File: src/hw/rtl/i2c_rtm_pkg.sv
`default_nettype none

package i2c_rtm_pkg;

  localparam int WBUF_DEPTH = 8;
  localparam int WBUF_AW = (WBUF_DEPTH > 1) ? $clog2(WBUF_DEPTH) : 1;
  localparam int DIDX_W = $clog2(WBUF_DEPTH + 1);

  localparam logic [7:0] ACK_TIMEOUT_RESET = 8'd250;

  localparam logic [1:0] STAT_OK       = 2'd0;
  localparam logic [1:0] STAT_TIMEOUT  = 2'd1;
  localparam logic [1:0] STAT_TOO_LONG = 2'd2;

  typedef enum logic [1:0] {
    OP_TICK  = 2'd0,
    OP_LOAD  = 2'd1,
    OP_WRITE = 2'd2,
    OP_READ  = 2'd3
  } op_t;

  typedef enum logic [4:0] {
    PH_IDLE,
    PH_ST_HOLD,
    PH_ST_LOW,
    PH_TX_SET,
    PH_TX_HIGH,
    PH_TX_LOW,
    PH_ACK_REL,
    PH_ACK_WAIT,
    PH_ACK_PULSE,
    PH_RS_PRE,
    PH_RS_HIGH,
    PH_RX_LOW,
    PH_RX_HIGH,
    PH_K_LOW,
    PH_K_HIGH,
    PH_P_LOW,
    PH_P_HIGH,
    PH_P_END
  } phase_t;

  typedef enum logic [1:0] {
    KIND_ADDR  = 2'd0,
    KIND_REG   = 2'd1,
    KIND_RADDR = 2'd2,
    KIND_DATA  = 2'd3
  } byte_kind_t;

  typedef struct packed {
    logic scl;
    logic en;
    logic sda;
  } lines_t;

  typedef struct packed {
    logic               en;
    logic [WBUF_AW-1:0] addr;
    logic [7:0]         data;
  } wbuf_wr_t;

  typedef struct packed {
    op_t        op;
    logic [7:0] device_address;
    logic [7:0] register_address;
    logic [7:0] byte_count;
    logic [2:0] load_index;
    logic [7:0] load_value;
    logic       sda_sample;
  } in_item_t;

  typedef struct packed {
    logic       scl_level;
    logic       sda_drive_enable;
    logic       sda_level;
    logic [7:0] received_byte;
    logic       received_valid;
    logic       received_last;
    logic       busy_res;
    logic       done_res;
    logic [1:0] status;
  } out_item_t;

endpackage

`default_nettype wire

File: src/hw/rtl/i2c_rtm_wbuf.sv
`default_nettype none

module i2c_rtm_wbuf
  import i2c_rtm_pkg::*;
(
  input  wire logic               clk,
  input  wire wbuf_wr_t           wr,
  input  wire logic [WBUF_AW-1:0] rd_addr,
  output logic [7:0]              rd_data
);

  logic [7:0] mem [WBUF_DEPTH];

  always_ff @(posedge clk) begin
    if (wr.en) begin
      mem[wr.addr] <= wr.data;
    end
  end

  // a load on the same tick is seen by the read
  assign rd_data = (wr.en && (wr.addr == rd_addr)) ? wr.data : mem[rd_addr];

endmodule

`default_nettype wire

File: src/hw/rtl/i2c_rtm_seq.sv
`default_nettype none

module i2c_rtm_seq
  import i2c_rtm_pkg::*;
(
  input  wire logic               clk,
  input  wire logic               rst,
  input  wire logic               step,
  input  wire in_item_t           item,
  input  wire logic [7:0]         ack_timeout,
  input  wire logic [7:0]         rd_data,
  output wbuf_wr_t                wr,
  output logic [WBUF_AW-1:0]      rd_addr,
  output out_item_t               res
);

  phase_t            phase, phase_next;
  byte_kind_t        byte_kind, byte_kind_next;
  logic [2:0]        bit_counter, bit_counter_next;
  logic [7:0]        bytes_left, bytes_left_next;
  logic [7:0]        shift_register, shift_register_next;
  logic [7:0]        wait_counter, wait_counter_next;
  logic [7:0]        saved_device, saved_device_next;
  logic [7:0]        saved_register, saved_register_next;
  logic              read_mode, read_mode_next;
  lines_t            line_levels, line_levels_next;
  logic [DIDX_W-1:0] data_index, data_index_next;
  logic [1:0]        end_code, end_code_next;

  logic       too_long;
  logic       begin_op;
  logic       do_ack;
  logic [7:0] data_value;
  logic       last_byte;

  assign too_long  = (item.op == OP_WRITE) &&
                     ({1'b0, item.byte_count} > 9'(WBUF_DEPTH));
  assign begin_op  = (item.op == OP_WRITE) || (item.op == OP_READ);
  assign last_byte = (bytes_left == 8'd1);

  assign wr.en   = step && (item.op == OP_LOAD) &&
                   ({6'd0, item.load_index} < 9'(WBUF_DEPTH));
  assign wr.addr = WBUF_AW'(item.load_index);
  assign wr.data = item.load_value;

  assign rd_addr    = data_index[WBUF_AW-1:0];
  assign data_value = (data_index < DIDX_W'(WBUF_DEPTH)) ? rd_data : 8'd0;

  // next state
  always_comb begin
    phase_next          = phase;
    byte_kind_next      = byte_kind;
    bit_counter_next    = bit_counter;
    bytes_left_next     = bytes_left;
    shift_register_next = shift_register;
    wait_counter_next   = wait_counter;
    saved_device_next   = saved_device;
    saved_register_next = saved_register;
    read_mode_next      = read_mode;
    data_index_next     = data_index;
    end_code_next       = end_code;
    do_ack              = 1'b0;

    case (phase)
      PH_IDLE: begin
        if (!too_long && begin_op) begin
          saved_device_next   = item.device_address;
          saved_register_next = item.register_address;
          bytes_left_next     = item.byte_count;
          read_mode_next      = (item.op == OP_READ);
          data_index_next     = '0;
          wait_counter_next   = 8'd0;
          end_code_next       = STAT_OK;
          phase_next          = PH_ST_HOLD;
        end
      end
      PH_RS_PRE:  phase_next = PH_RS_HIGH;
      PH_RS_HIGH: phase_next = PH_ST_HOLD;
      PH_ST_HOLD: phase_next = PH_ST_LOW;
      PH_ST_LOW: begin
        // second start of a read carries the read address
        if (byte_kind == KIND_REG) begin
          shift_register_next = saved_device + 8'd1;
          byte_kind_next      = KIND_RADDR;
        end else begin
          shift_register_next = saved_device;
          byte_kind_next      = KIND_ADDR;
        end
        bit_counter_next = 3'd0;
        phase_next       = PH_TX_SET;
      end
      PH_TX_SET:  phase_next = PH_TX_HIGH;
      PH_TX_HIGH: phase_next = PH_TX_LOW;
      PH_TX_LOW: begin
        shift_register_next = {shift_register[6:0], 1'b0};
        if (bit_counter == 3'd7) begin
          bit_counter_next = 3'd0;
          phase_next       = PH_ACK_REL;
        end else begin
          bit_counter_next = bit_counter + 3'd1;
          phase_next       = PH_TX_SET;
        end
      end
      PH_ACK_REL: begin
        wait_counter_next = 8'd0;
        if ((byte_kind == KIND_ADDR) || (byte_kind == KIND_DATA)) begin
          phase_next = PH_ACK_WAIT;
        end else begin
          phase_next = PH_ACK_PULSE;
        end
      end
      PH_ACK_WAIT: begin
        if (!item.sda_sample) begin
          do_ack = 1'b1;
        end else if (wait_counter >= ack_timeout) begin
          end_code_next = STAT_TIMEOUT;
          phase_next    = PH_P_LOW;
        end else begin
          wait_counter_next = wait_counter + 8'd1;
        end
      end
      PH_ACK_PULSE: do_ack = 1'b1;
      PH_RX_LOW:    phase_next = PH_RX_HIGH;
      PH_RX_HIGH: begin
        shift_register_next = {shift_register[6:0], item.sda_sample};
        if (bit_counter == 3'd7) begin
          bit_counter_next = 3'd0;
          phase_next       = PH_K_LOW;
        end else begin
          bit_counter_next = bit_counter + 3'd1;
          phase_next       = PH_RX_LOW;
        end
      end
      PH_K_LOW: phase_next = PH_K_HIGH;
      PH_K_HIGH: begin
        bytes_left_next = bytes_left - 8'd1;
        if (last_byte) begin
          end_code_next = STAT_OK;
          phase_next    = PH_P_LOW;
        end else begin
          shift_register_next = 8'd0;
          phase_next          = PH_RX_LOW;
        end
      end
      PH_P_LOW:  phase_next = PH_P_HIGH;
      PH_P_HIGH: phase_next = PH_P_END;
      default: begin
        byte_kind_next = KIND_ADDR;
        phase_next     = PH_IDLE;
      end
    endcase

    // what follows an acknowledge depends on the byte just sent
    if (do_ack) begin
      case (byte_kind)
        KIND_ADDR: begin
          shift_register_next = saved_register;
          byte_kind_next      = KIND_REG;
          bit_counter_next    = 3'd0;
          phase_next          = PH_TX_SET;
        end
        KIND_REG: begin
          if (read_mode) begin
            phase_next = PH_RS_PRE;
          end else if (bytes_left == 8'd0) begin
            end_code_next = STAT_OK;
            phase_next    = PH_P_LOW;
          end else begin
            shift_register_next = data_value;
            byte_kind_next      = KIND_DATA;
            bit_counter_next    = 3'd0;
            data_index_next     = data_index + DIDX_W'(1);
            phase_next          = PH_TX_SET;
          end
        end
        KIND_RADDR: begin
          if (bytes_left == 8'd0) begin
            end_code_next = STAT_OK;
            phase_next    = PH_P_LOW;
          end else begin
            bit_counter_next    = 3'd0;
            shift_register_next = 8'd0;
            phase_next          = PH_RX_LOW;
          end
        end
        default: begin
          bytes_left_next = bytes_left - 8'd1;
          if (last_byte) begin
            end_code_next = STAT_OK;
            phase_next    = PH_P_LOW;
          end else begin
            shift_register_next = data_value;
            byte_kind_next      = KIND_DATA;
            bit_counter_next    = 3'd0;
            data_index_next     = data_index + DIDX_W'(1);
            phase_next          = PH_TX_SET;
          end
        end
      endcase
    end
  end

  // lines and result fields
  always_comb begin
    line_levels_next   = line_levels;
    res                = '0;
    res.busy_res       = 1'b1;

    case (phase)
      PH_IDLE: begin
        res.busy_res = 1'b0;
        if (too_long) begin
          res.done_res = 1'b1;
          res.status   = STAT_TOO_LONG;
        end else if (begin_op) begin
          res.busy_res     = 1'b1;
          line_levels_next = '{scl: 1'b1, en: 1'b1, sda: 1'b1};
        end
      end
      PH_RS_PRE:    line_levels_next = '{scl: 1'b0, en: 1'b1, sda: 1'b1};
      PH_RS_HIGH:   line_levels_next = '{scl: 1'b1, en: 1'b1, sda: 1'b1};
      PH_ST_HOLD:   line_levels_next = '{scl: 1'b1, en: 1'b1, sda: 1'b0};
      PH_ST_LOW:    line_levels_next = '{scl: 1'b0, en: 1'b1, sda: 1'b0};
      PH_TX_SET:    line_levels_next = '{scl: 1'b0, en: 1'b1, sda: shift_register[7]};
      PH_TX_HIGH:   line_levels_next = '{scl: 1'b1, en: 1'b1, sda: shift_register[7]};
      PH_TX_LOW:    line_levels_next = '{scl: 1'b0, en: 1'b1, sda: shift_register[7]};
      PH_ACK_REL:   line_levels_next = '{scl: 1'b0, en: 1'b0, sda: 1'b1};
      PH_ACK_WAIT:  line_levels_next = '{scl: 1'b1, en: 1'b0, sda: 1'b1};
      PH_ACK_PULSE: line_levels_next = '{scl: 1'b1, en: 1'b0, sda: 1'b1};
      PH_RX_LOW:    line_levels_next = '{scl: 1'b0, en: 1'b0, sda: 1'b1};
      PH_RX_HIGH: begin
        line_levels_next = '{scl: 1'b1, en: 1'b0, sda: 1'b1};
        if (bit_counter == 3'd7) begin
          res.received_byte  = {shift_register[6:0], item.sda_sample};
          res.received_valid = 1'b1;
          res.received_last  = last_byte;
        end
      end
      // nack after the final byte, ack otherwise
      PH_K_LOW:  line_levels_next = '{scl: 1'b0, en: 1'b1, sda: last_byte};
      PH_K_HIGH: line_levels_next = '{scl: 1'b1, en: 1'b1, sda: last_byte};
      PH_P_LOW:  line_levels_next = '{scl: 1'b0, en: 1'b1, sda: 1'b0};
      PH_P_HIGH: line_levels_next = '{scl: 1'b1, en: 1'b1, sda: 1'b0};
      default: begin
        line_levels_next = '{scl: 1'b1, en: 1'b1, sda: 1'b1};
        res.busy_res     = 1'b0;
        res.done_res     = 1'b1;
        res.status       = end_code;
      end
    endcase

    res.scl_level        = line_levels_next.scl;
    res.sda_drive_enable = line_levels_next.en;
    res.sda_level        = line_levels_next.sda | ~line_levels_next.en;
  end

  always_ff @(posedge clk) begin
    if (rst) begin
      phase          <= PH_IDLE;
      byte_kind      <= KIND_ADDR;
      bit_counter    <= 3'd0;
      bytes_left     <= 8'd0;
      shift_register <= 8'd0;
      wait_counter   <= 8'd0;
      saved_device   <= 8'd0;
      saved_register <= 8'd0;
      read_mode      <= 1'b0;
      line_levels    <= '{scl: 1'b1, en: 1'b1, sda: 1'b1};
      data_index     <= '0;
      end_code       <= STAT_OK;
    end else if (step) begin
      phase          <= phase_next;
      byte_kind      <= byte_kind_next;
      bit_counter    <= bit_counter_next;
      bytes_left     <= bytes_left_next;
      shift_register <= shift_register_next;
      wait_counter   <= wait_counter_next;
      saved_device   <= saved_device_next;
      saved_register <= saved_register_next;
      read_mode      <= read_mode_next;
      line_levels    <= line_levels_next;
      data_index     <= data_index_next;
      end_code       <= end_code_next;
    end
  end

endmodule

`default_nettype wire

File: src/hw/rtl/i2c_register_transaction_master.sv
// I2C register transaction master.
// Each input item is one bit-timing tick from an external prescaler: op selects a
// plain tick, a write-buffer load, or the start of a register write or read.
// Every accepted item yields exactly one output item carrying the SCL/SDA line
// levels for that tick, any received byte, and busy/done/status flags.
// The user writes the ack_timeout register through cfg_write/cfg_data only while
// idle; the block itself does not enforce this. The output item is valid the
// cycle after its input item is accepted. Throughput: one item per cycle while
// in_stall is low; the sequencer state register updates once per accepted item.
// Stall: while out_valid is high and out_stall is asserted the output item holds
// and in_stall is raised, so no input item is taken until the output drains.
// Reset (rst, synchronous): sequencer idle, SCL high with SDA driven high,
// ack_timeout back to 250, output register empty. Write buffer contents are
// left as they were and must be loaded before a write uses them.
`default_nettype none

module i2c_register_transaction_master
  import i2c_rtm_pkg::*;
(
  input  wire logic       clk,
  input  wire logic       rst,
  input  wire logic       in_valid,
  output logic            in_stall,
  input  wire in_item_t   in_item,
  output logic            out_valid,
  input  wire logic       out_stall,
  output out_item_t       out_item,
  input  wire logic       cfg_write,
  input  wire logic [7:0] cfg_data
);

  logic               step;
  logic [7:0]         ack_timeout;
  wbuf_wr_t           wr;
  logic [WBUF_AW-1:0] rd_addr;
  logic [7:0]         rd_data;
  out_item_t          res;

  assign in_stall = out_valid && out_stall;
  assign step     = in_valid && !in_stall;

  always_ff @(posedge clk) begin
    if (rst) begin
      ack_timeout <= ACK_TIMEOUT_RESET;
    end else if (cfg_write) begin
      ack_timeout <= cfg_data;
    end
  end

  i2c_rtm_wbuf u_wbuf (
    .clk     (clk),
    .wr      (wr),
    .rd_addr (rd_addr),
    .rd_data (rd_data)
  );

  i2c_rtm_seq u_seq (
    .clk         (clk),
    .rst         (rst),
    .step        (step),
    .item        (in_item),
    .ack_timeout (ack_timeout),
    .rd_data     (rd_data),
    .wr          (wr),
    .rd_addr     (rd_addr),
    .res         (res)
  );

  always_ff @(posedge clk) begin
    if (rst) begin
      out_valid <= 1'b0;
    end else if (step) begin
      out_valid <= 1'b1;
    end else if (!out_stall) begin
      out_valid <= 1'b0;
    end
  end

  always_ff @(posedge clk) begin
    if (step) begin
      out_item <= res;
    end
  end

endmodule

`default_nettype wire

File: config.mk
export PLATFORM = sky130hd
export DESIGN_NAME = i2c_register_transaction_master
export DESIGN_NICKNAME = d
export VERILOG_FILES = /design/src/hw/rtl/i2c_rtm_pkg.sv /design/src/hw/rtl/i2c_rtm_wbuf.sv /design/src/hw/rtl/i2c_rtm_seq.sv /design/src/hw/rtl/i2c_register_transaction_master.sv
export SDC_FILE = /design/constraint.sdc
export NUM_CORES = 1
export LEC_CHECK = 0
export ABC_AREA = 0
export BUFFER_PORTS_ARGS = -buffer_cell sky130_fd_sc_hd__buf_2
export CORE_MARGIN = 2
export CORE_UTILIZATION = 45
export DETAILED_ROUTE_END_ITERATION = 8
export MAX_ROUTING_LAYER = met4
export PLACE_DENSITY = 0.61
export SETUP_SLACK_MARGIN = 0.5
export SLEW_MARGIN = 20
export SYNTH_ARGS = -nofsm -noshare
export SYNTH_HDL_FRONTEND = slang
export SYNTH_SLANG_ARGS = --single-unit
File: constraint.sdc
create_clock -name clk -period 4.2 [get_ports clk]
set_input_delay 0.84 -clock clk [delete_from_list [all_inputs] [get_ports clk]]
set_output_delay 0.84 -clock clk [all_outputs]
set_load 0.02 [all_outputs]
==> results of run 1 <==
==> sequential cells by signal (all words and copies together), names as in the netlist, named ones only <==
| signal | cells |
|---|---|
| u_seq.end_code | 2 |
| u_wbuf.mem | 64 |
| u_seq.read_mode | 1 |
| u_seq.shift_register | 8 |
| u_seq.wait_counter | 8 |
| u_seq.saved_device | 8 |
| out_item | 17 |
| u_seq.saved_register | 8 |
| u_seq.data_index | 4 |
| ack_timeout | 8 |
| out_valid | 1 |
| u_seq.byte_kind | 2 |
| u_seq.bit_counter | 3 |
| u_seq.phase | 5 |
| u_seq.line_levels | 3 |
| u_seq.bytes_left | 8 |
==> logic make-up (layout without fill, tap and decap cells) <==
logic type / count (synthesis) / in the layout / share of synthesized area (%)
xor gates and xnor gates: 12 / 12 / 1.34
buffers and inverters: 71 / 132 / 3.92
adders and majority gates: 19 / 19 / 3.04
AOI/OAI and AO/OA: 218 / 218 / 19.4
muxes: 34 / 34 / 6.99
DFF: 153 / 153 / 49.5
and+or+nand+nor: 243 / 243 / 15.8
==> critical path, stage by stage (launching register included) <==
cell	delay (ns)
dfxtp_1	0.93
nand2_1	0.35
o32ai_4	0.65
o221ai_2	0.30
nor4_2	0.46
o211a_1	0.25
a211o_1	0.11
==> power by group <==
part | internal (uW) | switching, uW | leakage [uW]
combinational | 119 | 210 | 0.00162
clock | 819 | 625 | 0.000255
sequential | 1620 | 32.3 | 0.00133
total | 2550 | 867 | 0.00320
==> worst paths after layout <==
check | slack (ns) | end | start | cells past startpoint
setup / recovery | 1.09 | u_seq.shift_register[4] | u_seq.phase[1] | 6
hold / removal | 0.46 | u_seq.saved_register[0] | u_seq.saved_register[0] | 2
setup reg to reg | 1.09 | u_seq.shift_register[4] | u_seq.phase[1] | 6
hold reg to reg | 0.46 | u_seq.saved_register[0] | u_seq.saved_register[0] | 2
==> cells in the final DEF, fill, tap and decap left out, types with 8 or more instances in the layout <==
| master | n |
|---|---|
| buf_4 | 10 |
| and2_1 | 16 |
| nand2_1 | 82 |
| nand4_1 | 8 |
| o21ai_0 | 43 |
| a31oi_1 | 9 |
| edfxtp_1 | 81 |
| clkbuf_16 | 17 |
| ha_1 | 19 |
| nand2b_1 | 9 |
| mux4_2 | 16 |
| inv_1 | 22 |
| nor2_1 | 39 |
| a21oi_1 | 55 |
| nand3_1 | 20 |
| and3_1 | 19 |
| o211ai_1 | 13 |
| buf_2 | 69 |
| dfxtp_1 | 72 |
| nor3_1 | 18 |
| mux2i_1 | 13 |
| a22oi_1 | 9 |
==> layer usage <==
metal  track usage, %  vias to the layer above  routed length, um
met4             7.06                        0                352
met1             29.3                     2947               8860
met2             34.5                      237               8990
li1                 -                     2941                  -
met3             5.11                       32               1290
met5                -                        -                  0
==> layout make-up <==
class,instances,area [um2]
fill,1586,8320
sequential,153,3870
multi-input combinational,526,3650
clock buffer,19,433
timing repair buffer,79,420
tap,225,282
clock inverter,12,116
inverter,22,82.6
==> per-stage QoR <==
step	hold WS (ns)	util, %
floorplan	0.430	-
global placement	0.451	48.3
detailed placement	0.454	48.3
CTS	0.463	51.5
global route	0.483	51.5
finish	0.459	51.5
==> flow_summary.toml, run 1 <==
[min_path]
hold_class = "register to register"

[yosys]
synthDistinctLibCells = 79
syn_inst = 750
synth_top_area_cell = "edfxtp_1"
netlist_top_cells_area = "edfxtp_1 (31%), dfxtp_1 (18%), mux4_2 (4.6%)"
yosysTopAreaCellShare_pct = 31.1
synth_common_cells = "nand2_1 (82), edfxtp_1 (81), dfxtp_1 (72), a21oi_1 (55), o21ai_0 (43)"
yosysSeqAreaShare_pct = 49.5
synth.avg_cell_area_um2 = 10.4
yosysWarnings = 0
ys_ff_latch = 153
synthArstFlopShare_pct = 0
synthesis.area_mm2 = 0.00783
syn-num-nets = 820
yosys_most_used_dff = "edfxtp_1"
yosysMostFrequentCell = "nand2_1"
synth-edff-count = 81

[cts]
cts-resized-gates = 0
cts_setup_buffers = 0
clock_sinks = 153
clock_latency_ns = 0.43
cts-root-buf = "clkbuf_16"
path_clk_slew_ns = 0.06
htree_levels = 4
cts.path.max_buffers = 2
ctsHoldBuffers = 0
cts_tree = "done"
numCtsBuffers = 17

[drt]
drt_pass1_iterations = 7
totalWireLength_mm = 19.5
via_count = 6157
avgViaCountPerCell = 5.94
ant_nets = 0
drcViolationCount = 0
wl_per_cell_um = 18.8
drt_iter0_markers = 736

[grt]
grt_max_degree = 42
grt_pass1_wl_mm = 30.7
grt_pass1_vias = 5840
grt_usage_pct = 22.3
antenna_found_initial = 0
grt-ovfl-total = 0

[floorplan]
num_rows = 48
die_w_um = 136
fp.dieH_um = 136
design.die.area_mm2 = 0.0185
start_util_pct = 45.6
ioPinCount = 70
core_mm2 = 0.0172

[placed_design]
portBuffers = 69
dp_hpwl_mm = 13.6
dp.cells = 1005
gp_routability_congestion = 0.928
dpl_worst_slack_ns = 1.07
placedInstanceArea_mm2 = 0.00830

[sta]
rsz0062_at_grt = "false"
post-route-min-period_ns = 3.11
fin_crit_sh_pct = 74.2
drv_slew = 0
worstMarginPinSlew_ns = 0.931
layout_setup_ws_ns = 1.09
slew_headroom_pct = 37.9
setup_violations = 0
clock.fmax_ghz = 0.321
finClkSkew_ns = 0.00781
fin_tns_setup_ns = 0
hold_viol = 0

[setup_path]
worstPathMaxFanout = 29
critPathLaunchType = "register"
setup.worst_path.end_class = "register"
worstPathRequired_ns = 4.57
crit_type = "register to register"
crit_arrival_ns = 3.48

[cells_and_area]
nets = 869
diodes = 0
design_area_mm2 = 0.00885
fin_cells = 1036
drive_above_1_share_pct = 18.4
syn2layout_area_growth_pct = 13.1

[power]
ir_worst_vdd_uv = 289
p_leak_uw = 0.00320
total_power_uw = 3420
powerDensity_mw_per_mm2 = 386

[run_status]
status = "complete, no violations"

[job]
max-cap-violations = 0
No activity file was read; power rests on OpenSTA's default activity.
==> run 2, diff against run 1 <==
--- a/config.mk
+++ b/config.mk
@@ -11,7 +11,7 @@
 export CORE_UTILIZATION = 45
 export DETAILED_ROUTE_END_ITERATION = 8
 export MAX_ROUTING_LAYER = met4
-export PLACE_DENSITY = 0.61
+export PLACE_DENSITY = 0.64
 export SETUP_SLACK_MARGIN = 0.5
 export SLEW_MARGIN = 20
 export SYNTH_ARGS = -nofsm -noshare
==> constraint.sdc (replaced) <==
create_clock -name clk -period 2.65 [get_ports clk]
set_input_delay 0.53 -clock clk [delete_from_list [all_inputs] [get_ports clk]]
set_output_delay 0.53 -clock clk [all_outputs]
set_load 0.02 [all_outputs]
==> run 2 against run 1 <==
Compared with the run above: critical path depth grew 1; clock skew grew 0.0030 ns; hold slack lost 0.14 ns; cell count grew 6.3%; utilization grew 5.4 points; routed wire length grew 12%; global-route usage grew 2.0 points; die area is the same; clock power grew 67%; setup slack lost 0.58 ns.
==> flow_summary.toml, run 2 (synthesis results as in run 1) <==
[power]
powerDensity_mw_per_mm2 = 582
pwr-share-clk_pct = 42.2
p_comb_share_pct = 12.1
swShare_pct = 26.2
switchingPower_uw = 1490
ir_worst_vdd_uv = 443
seqPwrFrac_pct = 45.7
p_leak_uw = 0.00368
intPower_uw = 4210

[placed_design]
placedInstanceArea_mm2 = 0.00857
dp_hpwl_mm = 15.1
portBuffers = 69
gp_routability_congestion = 0.931
dpl_worst_slack_ns = 0.147

[cells_and_area]
diodes = 0
largest_register_ffs = 64
mostFrequentLayoutCells = "edfxtp_1 (81), nand2_1 (76), buf_2 (69)"
design_area_mm2 = 0.00978
nets = 933
syn2layout_area_growth_pct = 25.0
layout_commonest_cell = "edfxtp_1"
drive_above_1_share_pct = 31.4
top_register = "u_wbuf.mem"
largest_registers = "u_wbuf.mem x64, out_item x17"

[cts]
htree_levels = 4
clock_latency_ns = 0.44
ctsHoldBuffers = 0
cts-root-buf = "clkbuf_16"
path_clk_slew_ns = 0.06
cts_tree = "done"
clock_sinks = 153
numCtsBuffers = 17
cts.path.max_buffers = 2

[sta]
setup_violations = 0
worstMarginPinSlew_ns = 0.537
slew_headroom_pct = 64.0
layout_setup_ws_ns = 0.510
finClkSkew_ns = 0.0108
rsz0062_at_grt = "true"
hold_viol = 0
post-route-min-period_ns = 2.14
clock.fmax_ghz = 0.467
fin_crit_sh_pct = 80.7
fin_tns_setup_ns = 0
drv_slew = 0

[setup_path]
critPathLaunchType = "register"
r2r-end = "u_seq.shift_register[3]"
regToRegSetupSlack_ns = 0.51
crit_type = "register to register"
r2r-start = "u_seq.phase[0]"
crit_arrival_ns = 2.46
setup.worst_path.end_class = "register"
worstPathRequired_ns = 2.97
worstPathMaxFanout = 8
worstRegToRegCells = 7

[grt]
grt_max_degree = 41
grt_pass1_vias = 6246
grt_usage_pct = 24.3
grt-ovfl-total = 0
grt_pass1_wl_mm = 33.1
antenna_found_initial = 0

[floorplan]
die_w_um = 136
ioPinCount = 70
core_mm2 = 0.0172
num_rows = 48
start_util_pct = 45.6
fp.dieH_um = 136
design.die.area_mm2 = 0.0185

[drt]
avgViaCountPerCell = 5.99
wl_per_cell_um = 19.9
drcViolationCount = 0
totalWireLength_mm = 21.9
drt_iter0_markers = 605
via_count = 6596
ant_nets = 0
drt_pass1_iterations = 5

[run_status]
status = "complete, no violations"

[min_path]
min-delay-start = "in_valid"
hold_path_end = "out_valid"
hold_class = "input pin to register"
hold_depth = 2

[job]
max-cap-violations = 0
## run 2: cell types whose count changed in the layout (fill, tap and decap cells not counted), moves of 5 or more
| cell | previous run | this run |
|---|---|---|
| a21oi_1 | 55 | 48 |
| a21oi_2 | 2 | 8 |
| buf_4 | 10 | 59 |
| buf_6 | 0 | 8 |
| dfxtp_1 | 72 | 62 |
| dfxtp_4 | 0 | 6 |
| ha_1 | 19 | 14 |
| nand2_1 | 82 | 76 |
## run 2: power by group through the flow
stage	sequential, uW	clock, uW	combinational, uW
5_1_grt	2610	2550	743
3_5_place_dp	2660	0	568
2_1_floorplan	2660	0	343
4_1_cts	2600	2430	605
3_3_place_gp	2650	0	557
6_report	2600	2400	689
## run 2: cell type report
class / count / area [um2]
Fill cell: 1526 / 7400
Multi-Input combinational cell: 527 / 3960
Sequential cell: 153 / 3900
Timing Repair Buffer: 142 / 972
Clock buffer: 19 / 453
Tap cell: 225 / 282
Clock inverter: 13 / 130
Inverter: 22 / 82.6
## run 2: worst max-delay path, cell delays in order (launching register included)
cell	delay, ns
dfxtp_4	0.37
buf_8	0.13
or4b_1	0.52
a31oi_1	0.21
o21ai_1	0.12
and2_4	0.16
o21a_4	0.21
a221o_1	0.31
## run 2: metal layers
layer  vias up  share of wire, %  wire (um)  global-route usage [%]
met5         -                 0          0                       -
met4         0               2.0        430                    8.62
met3        35               5.9       1300                    4.14
met2       244                46      10100                    35.9
met1      3244                46      10000                    34.1
li1       3073                 -          -                       -
## run 2: worst max path at each step
stage,from,endpoint,slack [ns]
6_report,u_seq.phase[0],u_seq.shift_register[3],0.51
5_1_grt,register,u_seq.shift_register[7],0.45
4_1_cts,u_seq.phase[0],u_seq.bytes_left[7],0.47
3_5_place_dp,in_item[18],u_seq.wait_counter[5],0.15
3_3_place_gp,in_item[18],u_seq.wait_counter[6],0.21
2_1_floorplan,in_item[18],u_seq.wait_counter[6],0.50
## run 2: through the flow
stage | util [%] | power [uW] | hold slack [ns] | std cells
finish | 56.9 | 5700 | 0.324 | 1101
global route | 56.9 | 5900 | 0.315 | 1101
CTS | 54.4 | 5640 | 0.312 | 1083
detailed placement | 49.9 | 3220 | 0.459 | 1038
global placement | 49.9 | 3210 | 0.454 | 1038
floorplan | - | 3010 | 0.430 | 750
## run 2: what timing repair did
action	CTS	global route
resized for setup	30	67
pin swaps	5	29
buffers inserted	12	17
endpoints found under the setup margin	62	57
cloned	1	1
endpoints found under the hold margin	0	0
